### src/rtl/core/bpa_pkg.sv
// shared types, constants and helpers of the buddy page allocator
package bpa_pkg;

   localparam int NUM_PAGES  = 1024;
   localparam int MAX_ORDERS = 11;
   localparam int PAGE_W     = $clog2(NUM_PAGES);
   localparam int LINK_W     = PAGE_W + 1;
   localparam int ORD_W      = 4;
   localparam int TOP_LVL    = MAX_ORDERS - 1;

   localparam logic REQ_ALLOC = 1'b0;
   localparam logic REQ_FREE  = 1'b1;

   typedef enum logic [1:0] {
      ST_OK       = 2'd0,
      ST_NO_FREE  = 2'd1,
      ST_ORDER    = 2'd2,
      ST_MISALIGN = 2'd3
   } stat_type;

   typedef enum logic [3:0] {
      OP_NONE,
      OP_CLEAR,
      OP_LOAD,
      OP_CHECK,
      OP_LVL_INC,
      OP_EMPTY,
      OP_TAKE,
      OP_UNL_RD,
      OP_UNL_WR,
      OP_LVL_DEC,
      OP_SPLIT_DONE,
      OP_PUSH1,
      OP_PUSH2,
      OP_TOG_RD,
      OP_TOG_WR,
      OP_EMIT
   } op_type;

   typedef struct packed {
      op_type op;
      logic   req_ready;
   } cmd_type;

   typedef struct packed {
      logic req_valid;
      logic rsp_free;
      logic kind;
      logic ord_bad;
      logic misalign;
      logic head_nz;
      logic lvl_top;
      logic lvl_gt_ord;
      logic was;
      logic clr_last;
   } sts_type;

   // pair bit position: per-order base plus pair number
   function automatic logic [PAGE_W-1:0] pair_pos(input logic [ORD_W-1:0] lvl,
                                                  input logic [PAGE_W-1:0] page);
      logic [PAGE_W:0] base;
      logic [PAGE_W:0] pair;
      base = (PAGE_W+1)'(NUM_PAGES) - ((PAGE_W+1)'(NUM_PAGES) >> lvl);
      pair = (PAGE_W+1)'(page >> ({1'b0, lvl} + 5'd1));
      return PAGE_W'(base + pair);
   endfunction

endpackage

### src/rtl/core/bpa_ctrl.sv
// sequencing state machine of the buddy page allocator
module bpa_ctrl (
   input  logic              clock,
   input  logic              reset,
   input  bpa_pkg::sts_type  sts,
   output bpa_pkg::cmd_type  cmd
);
   typedef enum logic [11:0] {
      S_CLEAR  = 12'b0000_0000_0001,
      S_IDLE   = 12'b0000_0000_0010,
      S_CHECK  = 12'b0000_0000_0100,
      S_SCAN   = 12'b0000_0000_1000,
      S_UNL_RD = 12'b0000_0001_0000,
      S_UNL_WR = 12'b0000_0010_0000,
      S_SPLIT  = 12'b0000_0100_0000,
      S_PUSH1  = 12'b0000_1000_0000,
      S_PUSH2  = 12'b0001_0000_0000,
      S_MERGE  = 12'b0010_0000_0000,
      S_TOG    = 12'b0100_0000_0000,
      S_DONE   = 12'b1000_0000_0000
   } state_type;

   state_type state_ff, state_in;

   always_ff @(posedge clock) begin
      if (reset) begin
         state_ff <= S_CLEAR;
      end else begin
         state_ff <= state_in;
      end
   end

   always_comb begin
      state_in      = state_ff;
      cmd.op        = bpa_pkg::OP_NONE;
      cmd.req_ready = 1'b0;
      case (state_ff)
         S_CLEAR: begin
            cmd.op = bpa_pkg::OP_CLEAR;
            if (sts.clr_last) begin
               state_in = S_IDLE;
            end
         end
         S_IDLE: begin
            cmd.req_ready = 1'b1;
            if (sts.req_valid) begin
               cmd.op   = bpa_pkg::OP_LOAD;
               state_in = S_CHECK;
            end
         end
         S_CHECK: begin
            cmd.op = bpa_pkg::OP_CHECK;
            if (sts.ord_bad) begin
               state_in = S_DONE;
            end else if (sts.kind == bpa_pkg::REQ_ALLOC) begin
               state_in = S_SCAN;
            end else if (sts.misalign) begin
               state_in = S_DONE;
            end else begin
               state_in = S_MERGE;
            end
         end
         S_SCAN: begin
            if (sts.head_nz) begin
               cmd.op   = bpa_pkg::OP_TAKE;
               state_in = S_UNL_RD;
            end else if (sts.lvl_top) begin
               cmd.op   = bpa_pkg::OP_EMPTY;
               state_in = S_DONE;
            end else begin
               cmd.op = bpa_pkg::OP_LVL_INC;
            end
         end
         S_UNL_RD: begin
            cmd.op   = bpa_pkg::OP_UNL_RD;
            state_in = S_UNL_WR;
         end
         S_UNL_WR: begin
            cmd.op   = bpa_pkg::OP_UNL_WR;
            state_in = (sts.kind == bpa_pkg::REQ_ALLOC) ? S_SPLIT : S_MERGE;
         end
         S_SPLIT: begin
            if (sts.lvl_gt_ord) begin
               cmd.op   = bpa_pkg::OP_LVL_DEC;
               state_in = S_PUSH1;
            end else begin
               cmd.op   = bpa_pkg::OP_SPLIT_DONE;
               state_in = S_DONE;
            end
         end
         S_PUSH1: begin
            cmd.op   = bpa_pkg::OP_PUSH1;
            state_in = S_PUSH2;
         end
         S_PUSH2: begin
            cmd.op   = bpa_pkg::OP_PUSH2;
            state_in = (sts.kind == bpa_pkg::REQ_ALLOC) ? S_SPLIT : S_DONE;
         end
         S_MERGE: begin
            if (sts.lvl_top) begin
               state_in = S_PUSH1;
            end else begin
               cmd.op   = bpa_pkg::OP_TOG_RD;
               state_in = S_TOG;
            end
         end
         S_TOG: begin
            cmd.op   = bpa_pkg::OP_TOG_WR;
            state_in = sts.was ? S_UNL_RD : S_PUSH1;
         end
         S_DONE: begin
            if (sts.rsp_free) begin
               cmd.op   = bpa_pkg::OP_EMIT;
               state_in = S_IDLE;
            end
         end
         default: begin
            state_in = S_IDLE;
         end
      endcase
   end
endmodule

### config.mk
export PLATFORM = sky130hd
export DESIGN_NAME = bpa_ctrl
export DESIGN_NICKNAME = d
export VERILOG_FILES = /design/src/rtl/core/bpa_pkg.sv /design/src/rtl/core/bpa_ctrl.sv
export SDC_FILE = /design/constraint.sdc
export NUM_CORES = 1
export LEC_CHECK = 0
export ABC_AREA = 1
export BUFFER_PORTS_ARGS = -buffer_cell sky130_fd_sc_hd__buf_4
export CORE_MARGIN = 4
export CORE_UTILIZATION = 61
export CTS_BUF_LIST = sky130_fd_sc_hd__clkbuf_8
export CTS_CLUSTER_DIAMETER = 200
export CTS_CLUSTER_SIZE = 16
export DETAILED_ROUTE_END_ITERATION = 8
export HOLD_SLACK_MARGIN = 0.08
export PLACE_DENSITY = 0.85
export SYNTH_ARGS = -nofsm -noshare
export SYNTH_HDL_FRONTEND = slang
export SYNTH_SLANG_ARGS = --single-unit
### constraint.sdc
create_clock -name clock -period 1.9 [get_ports clock]
set_input_delay 0.095 -clock clock [delete_from_list [all_inputs] [get_ports clock]]
set_output_delay 0.095 -clock clock [all_outputs]
set_load 0.02 [all_outputs]
==> results.sh <==
export IMPL_largest_reg_flops=12
export IMPL_ys_seq_area_frac=0.263
export IMPL_synth_distinct_cells=25
export IMPL_ant_nets=0
export IMPL_grt_pass1_vias=942
export IMPL_num_vias=1002
export IMPL_synth_compound_area_frac=0.0740
export IMPL_setup_violations=0
export IMPL_syn_instance_count=139
export IMPL_vias_per_cell=5.79
export IMPL_swShare=0.304
export IMPL_endpoint_kind="output port"
export IMPL_p_switching_w=0.000204
export IMPL_dieArea_sq_um=2180
export IMPL_gp_congestion=0.974
export IMPL_cts_root_buf="clkbuf_8"
export IMPL_crit_path_max_fanout=6
export IMPL_ys_seq_elements=12
export IMPL_stdcell_area_sq_um=1110
export IMPL_drv_slew=0
export IMPL_synth_top_family_by_area="simple AND/OR/NAND/NOR gates"
export IMPL_cp_arrival_ns=1.70
export IMPL_required_ns=1.80
export IMPL_drive_above_1_share=0.266
export IMPL_diodes=0
export IMPL_clkTransAtPathRegs_ns=0.05
export IMPL_nFillCells=94
export IMPL_place_hpwl_um=1920
export IMPL_rsz0062_at_grt="no"
export IMPL_startpoint_type="flip-flop"
export IMPL_relSlewSlack=0.786
export IMPL_r2r_start="state_ff[11]$_SDFFE_PP0P_"
export IMPL_hp_start="reset"
export IMPL_p_leak_nw=0.567
export IMPL_clk_latency_ns=0.24
export IMPL_synth_fp_nets=151
export IMPL_initial_utilization=0.677
export IMPL_synth_simple_area_share=0.564
export IMPL_drc_errors=0
export IMPL_p_int_w=0.000468
export IMPL_worst_hold_path_type="in -> reg"
export IMPL_area_delta_synth_final_pct=21.1
export IMPL_combPwrFrac=0.253
export IMPL_synth_mux_area_fraction=0
export IMPL_fin_crit_sh=0.944
export IMPL_startpoint="state_ff[3]$_SDFFE_PP0P_"
export IMPL_power_density_nw_per_um2=608
export IMPL_dieHeight_um=46.7
export IMPL_ys_warnings_count=0
export IMPL_gr_total_overflow=0
export IMPL_whs_path_depth=2
export IMPL_antenna_found_initial=0
export IMPL_num_rows=13
export IMPL_grt_max_degree=11
export IMPL_grt_pass1_wl_um=4100
export IMPL_portBuffers=16
export IMPL_setup_tns_final_ns=0
export IMPL_seqPwrFrac=0.400
export IMPL_track_usage=0.269
export IMPL_place_area_sq_um=1050
export IMPL_core_area_sq_um=1350
export IMPL_first_pass_iters=5
export IMPL_status="finished clean"
export IMPL_htreeDepth=1
export IMPL_routedWlPerCell_um=13.9
export IMPL_largest_register="state_ff"
export IMPL_syn_avg_cell_area_sq_um=6.57
export IMPL_tightest_slew_ns=0.318
export IMPL_fin_nets=172
export IMPL_cts_tree="done"
export IMPL_fmax_mhz=558
export IMPL_finalClockSkew_ns=0.00456
export IMPL_synth_xor_area_frac=0
export IMPL_drv_cap=0
export IMPL_fp_dieW_um=46.7
export IMPL_largestRegisters="state_ff: 12 flops"
export IMPL_cts_buffers=3
export IMPL_ios=17
export IMPL_place_ws_ns=0.332
export IMPL_cts_sinks=12
export IMPL_whs_ns=0.0843
export IMPL_netlist_area_sq_um=913
export IMPL_drt_wl_total_um=2400
export IMPL_r2r_setup_slack_ns=0.47
export IMPL_synth_fa_ha_area_frac=0
export IMPL_ir_drop_v=0.000427
export IMPL_ff2ff_path_depth=10
export IMPL_p_clk_frac=0.347
export IMPL_clockBufferDepth=2
export IMPL_fin_ws_ns=0.107
export IMPL_period_needed_ns=1.79
export IMPL_path_class="reg -> out"
export IMPL_endpoint="cmd[1]"
export IMPL_first_iter_violations=57
export IMPL_hold_viol=0
export IMPL_rr_endpoint="state_ff[1]$_SDFFE_PP0P_"
-- Yosys cell counts, drive strengths merged --
cell,number,share of area
inv,23,0.095
a211oi,2,0.016
nand3,10,0.066
o211ai,2,0.016
buf,1,0.0041
nor4,2,0.014
nor2,26,0.19
o21ai,3,0.016
or2,1,0.0069
nand3b,3,0.033
nand4,6,0.041
nor3,6,0.038
a21oi,3,0.025
dfxtp,12,0.26
nand2,39,0.18
-- cells in the final DEF (no fill, tap or decap), types with 3 or more instances in the layout --
cell type  count
nand2_2        4
nor2_4         4
nand4_1        6
nand2_1       34
nand3_1        8
buf_4         16
nor2_1        16
clkbuf_8       3
nor2_2         4
inv_1         23
dfxtp_1       12
nor3_1         5
-- worst max-delay path, stage by stage (launching register included) --
cell and delay, ns:
dfxtp_1 0.38, nor2_1 0.08, nand2_2 0.16, nor2_4 0.07
nand2_1 0.12, nand2_1 0.08, inv_1 0.08, o211ai_1 0.09
or2_1 0.24, buf_4 0.16
-- logic make-up after synthesis --
family	after synthesis
and+or+nand+nor	93
buffers and inverters	24
DFF	12
AOI/OAI and AO/OA	10
-- layer usage --
metal  GRT usage  wire [um]  vias to the layer above
met5           0          0                        -
met4      0.0994         65                        0
met3      0.0469        150                       12
met2       0.459       1140                       52
met1       0.333       1050                      450
li1            -          -                      488
-- cell type report --
cell class	count	area, sq um	share of cell area
repair buffers	17	130	0.118
inverters	23	86.3	0.0781
well taps	15	18.8	0.0170
multi-input cells	103	589	0.533
clock buffers	3	41.3	0.0373
flip-flops and latches	12	240	0.217
-- power groups by stage --
stage	combinational, W	sequential, W	clock, W
after detailed placement	0.000165	0.000274	0
final	0.000170	0.000269	0.000233
after floorplan	0.000114	0.000272	0
after global placement	0.000161	0.000273	0
after CTS	0.000168	0.000268	0.000233
after global routing	0.000187	0.000270	0.000250
-- through the flow --
stage / total power [W] / cells / utilization
2_1_floorplan: 0.000387 / 139 / -
3_3_place_gp: 0.000435 / 169 / 0.777
3_5_place_dp: 0.000439 / 169 / 0.777
4_1_cts: 0.000670 / 173 / 0.815
5_1_grt: 0.000706 / 173 / 0.819
6_report: 0.000672 / 173 / 0.819
-- how the worst min path moves through the flow --
stage | to | slack, ns
2_1_floorplan | state_ff[6]$_SDFFE_PP0P_ | 0.17
3_3_place_gp | state_ff[6]$_SDFFE_PP0P_ | 0.29
3_5_place_dp | state_ff[6]$_SDFFE_PP0P_ | 0.29
4_1_cts | state_ff[11]$_SDFFE_PP0P_ | 0.09
5_1_grt | state_ff[11]$_SDFFE_PP0P_ | 0.09
6_report | state_ff[11]$_SDFFE_PP0P_ | 0.08
-- repair_timing --
| item | CTS | global route |
|---|---|---|
| hold buffers | 1 | 0 |
| hold endpoints to repair | 1 | 0 |
| endpoints found under the setup margin | 0 | 3 |
| setup buffers | 0 | 0 |
| gates resized for setup | 0 | 1 |
No activity file was read; power rests on OpenSTA's default activity.
